<file path="config.mk">
export PLATFORM = sky130hd
export DESIGN_NAME = ring_queue_with_class_promote_core
export DESIGN_NICKNAME = d
export VERILOG_FILES = /design/src/sv/rqcp_pkg.sv /design/src/sv/ring_queue_with_class_promote_core.sv /design/src/sv/rqcp_ram.sv /design/src/sv/rqcp_ctrl.sv
export SDC_FILE = /design/constraint.sdc
export NUM_CORES = 1
export LEC_CHECK = 0
export ABC_AREA = 1
export BUFFER_PORTS_ARGS = -buffer_cell sky130_fd_sc_hd__buf_2
export CAP_MARGIN = 20
export CORE_MARGIN = 2
export CORE_UTILIZATION = 60
export CTS_BUF_LIST = sky130_fd_sc_hd__clkbuf_4
export DETAILED_ROUTE_END_ITERATION = 8
export PLACE_DENSITY_LB_ADDON = 0.12
export SLEW_MARGIN = 20
export SYNTH_ARGS = -nofsm -noshare
export SYNTH_HDL_FRONTEND = slang
export SYNTH_SLANG_ARGS = --single-unit
</file>
<file path="constraint.sdc">
create_clock -name clk_i -period 5.45 [get_ports clk_i]
set_input_delay 0.8175 -clock clk_i [delete_from_list [all_inputs] [get_ports clk_i]]
set_output_delay 0.8175 -clock clk_i [all_outputs]
set_load 0.02 [all_outputs]
</file>
<file path="src/sv/rqcp_pkg.sv">
`timescale 1ns / 1ps
`default_nettype none

package rqcp_pkg;

  localparam int DEPTH = 16;
  localparam int AW    = (DEPTH > 1) ? $clog2(DEPTH) : 1;
  localparam int CW    = $clog2(DEPTH + 1);
  localparam int CODEW = 8;
  localparam int CAPW  = 5;
  localparam int OCCW  = 5;
  localparam int KINDW = 2;

  typedef enum logic [KINDW-1:0] {
    KIND_ENQ = 2'd0,
    KIND_DEQ = 2'd1,
    KIND_PRO = 2'd2,
    KIND_NOP = 2'd3
  } kind_e;

  typedef enum logic [2:0] {
    ST_IDLE,
    ST_DEQ,
    ST_COPY,
    ST_MATCH,
    ST_REST
  } state_e;

  typedef struct packed {
    logic ok;
    logic [CODEW-1:0] code;
    logic [OCCW-1:0] occ;
  } result_t;

  typedef struct packed {
    logic we;
    logic [AW-1:0] waddr;
    logic [CODEW-1:0] wdata;
    logic [AW-1:0] raddr;
  } ram_req_t;

  function automatic logic [AW-1:0] wrap_next(input logic [AW-1:0] idx,
                                              input logic [CW-1:0] cap);
    logic [CW:0] nx;
    nx = (CW + 1)'(idx) + (CW + 1)'(1);
    return (nx >= (CW + 1)'(cap)) ? '0 : nx[AW-1:0];
  endfunction

endpackage

`default_nettype wire

</file>
<file path="src/sv/ring_queue_with_class_promote_core.sv">
`timescale 1ns / 1ps
`default_nettype none

// Channel   | Direction | Valid/ready                  | Payload
// s_axis    | in        | s_axis_tvalid/s_axis_tready  | tuser kind, tdata code
// m_axis    | out       | m_axis_tvalid/m_axis_tready  | tuser ok, tdata code_out, occupancy
// cfg       | in        | cfg_we_i (no ready)          | cfg_wdata_i capacity
//
// Enqueue, an empty dequeue and an unused kind are handled in the idle state; a dequeue that
// finds an entry passes through ST_DEQ to take the registered read of the slot memory.
// Promote on an empty queue returns ok from the idle state; otherwise one pass copies the queue
// to a scratch memory, then two passes write back matching and then other entries.
// The input is not ready while an item is at work or while a result waits and m_axis_tready
// is low. Reset clears the capacity, head and count; the slot memory needs no clearing.

module ring_queue_with_class_promote_core (
  input  wire logic        clk_i,
  input  wire logic        rst_ni,
  input  wire logic        cfg_we_i,
  input  wire logic [4:0]  cfg_wdata_i,
  input  wire logic        s_axis_tvalid,
  output logic             s_axis_tready,
  input  wire logic [7:0]  s_axis_tdata,   // [7:0] code
  input  wire logic [1:0]  s_axis_tuser,   // [1:0] kind
  output logic             m_axis_tvalid,
  input  wire logic        m_axis_tready,
  output logic [15:0]      m_axis_tdata,   // [7:0] code_out, [12:8] occupancy
  output logic             m_axis_tuser    // [0] ok
);

  import rqcp_pkg::*;

  result_t          result;
  ram_req_t         slot_req;
  ram_req_t         ord_req;
  logic [CODEW-1:0] slot_rdata;
  logic [CODEW-1:0] ord_rdata;

  rqcp_ctrl u_ctrl (
    .clk_i        (clk_i),
    .rst_ni       (rst_ni),
    .cfg_we_i     (cfg_we_i),
    .cfg_wdata_i  (cfg_wdata_i),
    .in_valid_i   (s_axis_tvalid),
    .in_ready_o   (s_axis_tready),
    .kind_i       (kind_e'(s_axis_tuser)),
    .code_i       (s_axis_tdata),
    .out_valid_o  (m_axis_tvalid),
    .out_ready_i  (m_axis_tready),
    .result_o     (result),
    .slot_req_o   (slot_req),
    .slot_rdata_i (slot_rdata),
    .ord_req_o    (ord_req),
    .ord_rdata_i  (ord_rdata)
  );

  rqcp_ram #(
    .WIDTH (CODEW),
    .DEPTH (DEPTH)
  ) u_slot_ram (
    .clk_i   (clk_i),
    .we_i    (slot_req.we),
    .waddr_i (slot_req.waddr),
    .wdata_i (slot_req.wdata),
    .raddr_i (slot_req.raddr),
    .rdata_o (slot_rdata)
  );

  rqcp_ram #(
    .WIDTH (CODEW),
    .DEPTH (DEPTH)
  ) u_ord_ram (
    .clk_i   (clk_i),
    .we_i    (ord_req.we),
    .waddr_i (ord_req.waddr),
    .wdata_i (ord_req.wdata),
    .raddr_i (ord_req.raddr),
    .rdata_o (ord_rdata)
  );

  assign m_axis_tdata = {3'b000, result.occ, result.code};
  assign m_axis_tuser = result.ok;

endmodule

`default_nettype wire

</file>
<file path="src/sv/rqcp_ram.sv">
`timescale 1ns / 1ps
`default_nettype none

module rqcp_ram #(
  parameter int WIDTH = 8,
  parameter int DEPTH = 16
) (
  input  wire logic                                      clk_i,
  input  wire logic                                      we_i,
  input  wire logic [((DEPTH > 1) ? $clog2(DEPTH) : 1)-1:0] waddr_i,
  input  wire logic [WIDTH-1:0]                          wdata_i,
  input  wire logic [((DEPTH > 1) ? $clog2(DEPTH) : 1)-1:0] raddr_i,
  output logic      [WIDTH-1:0]                          rdata_o
);

  logic [WIDTH-1:0] mem_q [DEPTH];
  logic [WIDTH-1:0] rdata_q;

  always_ff @(posedge clk_i) begin
    if (we_i) begin
      mem_q[waddr_i] <= wdata_i;
    end
    rdata_q <= mem_q[raddr_i];
  end

  assign rdata_o = rdata_q;

endmodule

`default_nettype wire

</file>
<file path="src/sv/rqcp_ctrl.sv">
`timescale 1ns / 1ps
`default_nettype none

module rqcp_ctrl (
  input  wire logic                       clk_i,
  input  wire logic                       rst_ni,
  input  wire logic                       cfg_we_i,
  input  wire logic [rqcp_pkg::CAPW-1:0]  cfg_wdata_i,
  input  wire logic                       in_valid_i,
  output logic                            in_ready_o,
  input  wire rqcp_pkg::kind_e            kind_i,
  input  wire logic [rqcp_pkg::CODEW-1:0] code_i,
  output logic                            out_valid_o,
  input  wire logic                       out_ready_i,
  output rqcp_pkg::result_t               result_o,
  output rqcp_pkg::ram_req_t              slot_req_o,
  input  wire logic [rqcp_pkg::CODEW-1:0] slot_rdata_i,
  output rqcp_pkg::ram_req_t              ord_req_o,
  input  wire logic [rqcp_pkg::CODEW-1:0] ord_rdata_i
);

  import rqcp_pkg::*;

  state_e           state_q, state_d;
  logic [CAPW-1:0]  cap_q, cap_d;
  logic [AW-1:0]    head_q, head_d;
  logic [CW-1:0]    cnt_q, cnt_d;
  logic [CW-1:0]    rk_q, rk_d;
  logic [CW-1:0]    wk_q, wk_d;
  logic             rv_q, rv_d;
  logic [AW-1:0]    ridx_q, ridx_d;
  logic [AW-1:0]    widx_q, widx_d;
  logic [CODEW-1:0] cls_q, cls_d;
  logic             ov_q, ov_d;
  result_t          res_q, res_d;

  logic [CW-1:0]    eff_cap;
  logic [CW:0]      pos_sum;
  logic [AW-1:0]    enq_pos;
  logic             accept;
  logic             hit;

  assign eff_cap = (32'(cap_q) > DEPTH) ? CW'(DEPTH) : CW'(cap_q);
  assign pos_sum = (CW + 1)'(head_q) + (CW + 1)'(cnt_q);
  assign enq_pos = (cnt_q == '0) ? '0 :
                   (pos_sum >= (CW + 1)'(eff_cap)) ?
                   AW'(pos_sum - (CW + 1)'(eff_cap)) : AW'(pos_sum);

  assign in_ready_o = (state_q == ST_IDLE) && (!ov_q || out_ready_i);
  assign accept     = in_valid_i && in_ready_o;
  assign hit        = (ord_rdata_i == cls_q);

  always_ff @(posedge clk_i or negedge rst_ni) begin
    if (!rst_ni) begin
      state_q <= ST_IDLE;
      cap_q   <= '0;
      head_q  <= '0;
      cnt_q   <= '0;
      rk_q    <= '0;
      wk_q    <= '0;
      rv_q    <= 1'b0;
      ridx_q  <= '0;
      widx_q  <= '0;
      ov_q    <= 1'b0;
    end else begin
      state_q <= state_d;
      cap_q   <= cap_d;
      head_q  <= head_d;
      cnt_q   <= cnt_d;
      rk_q    <= rk_d;
      wk_q    <= wk_d;
      rv_q    <= rv_d;
      ridx_q  <= ridx_d;
      widx_q  <= widx_d;
      ov_q    <= ov_d;
    end
  end

  always_ff @(posedge clk_i) begin
    cls_q <= cls_d;
    res_q <= res_d;
  end

  always_comb begin
    state_d = state_q;
    cap_d   = cap_q;
    head_d  = head_q;
    cnt_d   = cnt_q;
    rk_d    = rk_q;
    wk_d    = wk_q;
    rv_d    = 1'b0;
    ridx_d  = ridx_q;
    widx_d  = widx_q;
    cls_d   = cls_q;
    ov_d    = ov_q && !out_ready_i;
    res_d   = res_q;

    slot_req_o.we    = 1'b0;
    slot_req_o.waddr = enq_pos;
    slot_req_o.wdata = code_i;
    slot_req_o.raddr = head_q;
    ord_req_o.we     = 1'b0;
    ord_req_o.waddr  = wk_q[AW-1:0];
    ord_req_o.wdata  = slot_rdata_i;
    ord_req_o.raddr  = rk_q[AW-1:0];

    case (state_q)
      ST_IDLE: begin
        if (accept) begin
          res_d.ok   = 1'b0;
          res_d.code = '0;
          res_d.occ  = OCCW'(cnt_q);
          case (kind_i)
            KIND_ENQ: begin
              ov_d = 1'b1;
              if (cnt_q < eff_cap) begin
                slot_req_o.we = 1'b1;
                if (cnt_q == '0) begin
                  head_d = '0;
                end
                cnt_d     = cnt_q + CW'(1);
                res_d.ok  = 1'b1;
                res_d.occ = OCCW'(cnt_q + CW'(1));
              end
            end
            KIND_DEQ: begin
              if (cnt_q != '0) begin
                state_d = ST_DEQ;
              end else begin
                ov_d = 1'b1;
              end
            end
            KIND_PRO: begin
              cls_d = code_i;
              if (cnt_q != '0) begin
                state_d = ST_COPY;
                rk_d    = '0;
                wk_d    = '0;
                ridx_d  = head_q;
              end else begin
                ov_d     = 1'b1;
                res_d.ok = 1'b1;
              end
            end
            default: begin
              ov_d = 1'b1;
            end
          endcase
        end
      end
      ST_DEQ: begin
        res_d.ok   = 1'b1;
        res_d.code = slot_rdata_i;
        res_d.occ  = OCCW'(cnt_q - CW'(1));
        head_d     = wrap_next(head_q, eff_cap);
        cnt_d      = cnt_q - CW'(1);
        ov_d       = 1'b1;
        state_d    = ST_IDLE;
      end
      ST_COPY: begin
        slot_req_o.raddr = ridx_q;
        if (rk_q < cnt_q) begin
          rk_d   = rk_q + CW'(1);
          ridx_d = wrap_next(ridx_q, eff_cap);
          rv_d   = 1'b1;
        end
        if (rv_q) begin
          ord_req_o.we = 1'b1;
          wk_d         = wk_q + CW'(1);
        end
        if (rk_q == cnt_q && !rv_q) begin
          state_d = ST_MATCH;
          rk_d    = '0;
          widx_d  = head_q;
        end
      end
      ST_MATCH, ST_REST: begin
        slot_req_o.waddr = widx_q;
        slot_req_o.wdata = ord_rdata_i;
        if (rk_q < cnt_q) begin
          rk_d = rk_q + CW'(1);
          rv_d = 1'b1;
        end
        if (rv_q && (hit == (state_q == ST_MATCH))) begin
          slot_req_o.we = 1'b1;
          widx_d        = wrap_next(widx_q, eff_cap);
        end
        if (rk_q == cnt_q && !rv_q) begin
          rk_d = '0;
          if (state_q == ST_MATCH) begin
            state_d = ST_REST;
          end else begin
            state_d    = ST_IDLE;
            res_d.ok   = 1'b1;
            res_d.code = '0;
            res_d.occ  = OCCW'(cnt_q);
            ov_d       = 1'b1;
          end
        end
      end
      default: begin
        state_d = ST_IDLE;
      end
    endcase

    if (cfg_we_i) begin
      cap_d  = cfg_wdata_i;
      head_d = '0;
      cnt_d  = '0;
    end
  end

  assign out_valid_o = ov_q;
  assign result_o    = res_q;

endmodule

`default_nettype wire
</file>
==> metrics <==
status=finished clean; layout cell share with drive strength beyond 1=0.1331; cell mode on critical path=nand2_1; post_cts resized=0; vias in the first global route=between 10k and 15k; clock sinks=between 300 and 400; Pins Over Slew Limit=0; yosys warns=0; RePlAce Congestion=just under 0.9; post-route DRC violation count=0; H-tree depth=3; predominant post-synthesis flop cell=edfxtp_1; starting density of the core=0.6122; cells on worst reg2reg path=17; post-synthesis cell count=approximately 1.4k; Leakage=6.354 nW; RSZ-0062 raised after global routing=no; fmax=between 0.2 and 0.3 GHz; Area growth syn-to-layout=10.37%; remaining antenna violation count=0; pwr dens=539.0 nW/µm²; core area=between 20,000 and 25,000 µm²; dpl cells=between 1.5k and 2k; CP Data Arrival Time=approximately 4.1 ns; initial antenna violation count=1; Post-synth EDFFs=~280; FP Rows=57; layout net count=1,502; largest net degree at the start of global routing=73; dpl cell area=between 15,000 and 20,000 µm²; final hold violations=0; maximum VDD drop=0.2728 mV; post-route design area=~16,000 µm²; final setup fails=0; Hold/Removal Path Class=input pin to asynchronous set/reset pin; CP cell instances=ha_1, fa_1, inv_1, fa_1, inv_1, nand2_1, nand3_1, nand2_1, nand2_1, nand2_1, nand2_1, nand2_1, nand3_1, o21ai_1, inv_1, nand2_1, nor2_1; drt first pass iters=5; post-CTS setup buffers=0; largest area contributor in the netlist=edfxtp_1; Congestion Overflow GR=0; kind of critical path=flop to flop; die area=approximately 26,000 µm²; via count=10.43k; GRT Total Usage=0.2720; TritonCTS clock tree=built; Area contributors post-synth=edfxtp_1 (56%), dfrtp_1 (6.0%), nand2_1 (4.9%), o21ai_0 (4.2%), ha_1 (4.0%); Routed WL per cell=between 15 and 20 µm; fin crit share=0.7075; Reg clk slew, reported paths=about 0.07 ns; Tmin final=3.856 ns; Clock Tree Root=clkbuf_4; fin cells=1,828; worst r2r src=u_ctrl.cnt_q[0]; die width=~160 µm; relative slew slack=0.3833; Total Wirelength=around 34,000 µm; hold-fix buffers at CTS=0; slowest stage delay, CP=about 0.6 ns; Hold Slack=roughly 0.24 ns; PnR Total Power=8.884 mW; IO buf count=35; syn_area_per_cell=between 10 and 15 µm²; #FFs+latches synth=330; Num CTS Buffers=between 80 and 90; Skew-Pair Late Insertion Delay=between 0.7 and 0.8 ns; synth unique cells=between 40 and 50; Worst Clk Skew=0.09243 ns; Crit-path slowest cell=nor2_1; sequential-to-total area share from yosys stat=0.6409; Worst Setup Start Kind=flop; vias per std cell=approximately 5.7; Boundary Pins=39; r2r endpoint=u_slot_ram.mem_q[12][3]; Slew @ Worst Pin=0.9217 ns; post-synth top area share=0.5591; FF-to-FF setup slack=around 1.6 ns; Die Y=approximately 160 µm; TNS Setup=0 ns; Mapped Area=between 10,000 and 15,000 µm²; ys async rst share=0.1091; initial DRC count=921; Worst setup EP type=flop; max cap viols=0; Max Buffers Root-to-Sink=3; first-pass GRT wire length=54,730 µm; crit-path max FO=8; post-DP HPWL=22,100 µm; Critical Path RT=about 5.7 ns
[power breakdown]
group | total [mW] | internal, mW | switching [mW]
clock | 2.25 | 1.24 | 1.01
combinational | 3.05 | 0.862 | 2.19
sequential | 3.58 | 3.25 | 0.332
[sequential cells by signal, summed over array words and instances (netlist names)]
name / flops
u_ord_ram.rdata_o: 8
u_ctrl.result_o: 14
u_ctrl.wk_q: 4
u_ctrl.cls_q: 8
u_ctrl.cap_q: 5
u_ctrl.rk_q: 5
u_ctrl.head_q: 4
u_ctrl.ridx_q: 4
u_ctrl.widx_q: 4
u_ctrl.out_valid_o: 1
u_ctrl.state_q: 3
u_ctrl.rv_q: 1
u_slot_ram.rdata_o: 8
u_ctrl.cnt_q: 5
u_ord_ram.mem_q: 128
u_slot_ram.mem_q: 128
[synth_stat cells, types with 2 or more instances]
cell      count
a21oi_1      83
and3_1        2
buf_1         2
buf_2        20
buf_4         3
buf_6         4
clkbuf_1     28
clkinv_1      3
dfrtp_1      36
dfxtp_1      16
edfxtp_1    278
fa_1          2
ha_1         48
inv_1       110
inv_2         5
nand2_1     193
nand2_2       5
nand2_4       2
nand3_1      71
nand4_1      19
nor2_1      140
nor2_2        2
nor2_4        2
nor3_1        4
o211ai_1     40
o21a_1        2
o21ai_0     125
o21ai_1      41
o221ai_1     15
o22ai_1      21
xnor2_1      11
xor2_1       13
[worst max-delay path: cells and delay by family, from the launching register on]
kind                       cells  cell delay, ns
AOI/OAI and AO/OA              1            0.11
and+or+nand+nor               10            1.42
buffers and inverters          3            0.25
adders and majority gates      3            1.21
DFF                            1            0.48
[area by class of cell]
cell class	instances	area, µm²
sequential	330	9570
fill	1903	7910
multi-input combinational	856	4646
clock buffer	124	930.9
inverter	119	451.7
tap	324	405.4
clock inverter	33	246.5
timing repair buffer	41	227.7
antenna	1	2.502
[per-layer routing]
layer  GRT usage  part of all wire
met1      0.3615              0.42
met2      0.4526              0.49
met3     0.05669             0.069
met4     0.09091             0.023
met5           0                 0
[placed cells by master (no fill, tap or decap), types with 6 or more instances in the layout]
master and n:
inv_2 6, nand3_1 71, nand4_1 19, o211ai_1 40, buf_2 35, o21ai_1 41
dfxtp_1 16, xnor2_1 11, nand2_1 193, edfxtp_1 278, clkbuf_4 124, o221ai_1 15
o22ai_1 21, xor2_1 13, clkinv_1 26, nor2_1 139, inv_1 109, dfrtp_1 35
o21ai_0 125, a21oi_1 83, ha_1 48
[stage by stage]
stage            util  setup WS [ns]
2_1_floorplan       -          2.231
3_3_place_gp   0.6264          1.793
3_5_place_dp   0.6264          1.626
4_1_cts        0.6747          1.602
5_1_grt        0.6757          1.243
6_report       0.6757          1.594
[how the worst max path moves through the flow]
stage                          from                      end  depth (start not counted)
detailed placement  u_ctrl.cnt_q[0]  u_slot_ram.mem_q[12][7]                         17
global placement    u_ctrl.cnt_q[0]  u_slot_ram.mem_q[12][0]                         17
global route        u_ctrl.cnt_q[0]  u_slot_ram.mem_q[12][5]                         17
floorplan           u_ctrl.cnt_q[0]   u_slot_ram.mem_q[8][0]                         17
CTS                 u_ctrl.cnt_q[0]  u_slot_ram.mem_q[12][5]                         17
finish              u_ctrl.cnt_q[0]  u_slot_ram.mem_q[12][3]                         17
[logic make-up after synthesis]
| family | share of synthesized area |
|---|---|
| compound gates | 0.1264 |
| other cells | 0.0002511 |
| buf+inv | 0.04902 |
| xor+xnor | 0.01408 |
| fa+ha+maj | 0.04290 |
| simple gates | 0.1265 |
| flops | 0.6409 |
Note: power is estimated with default switching activity, not from simulation.
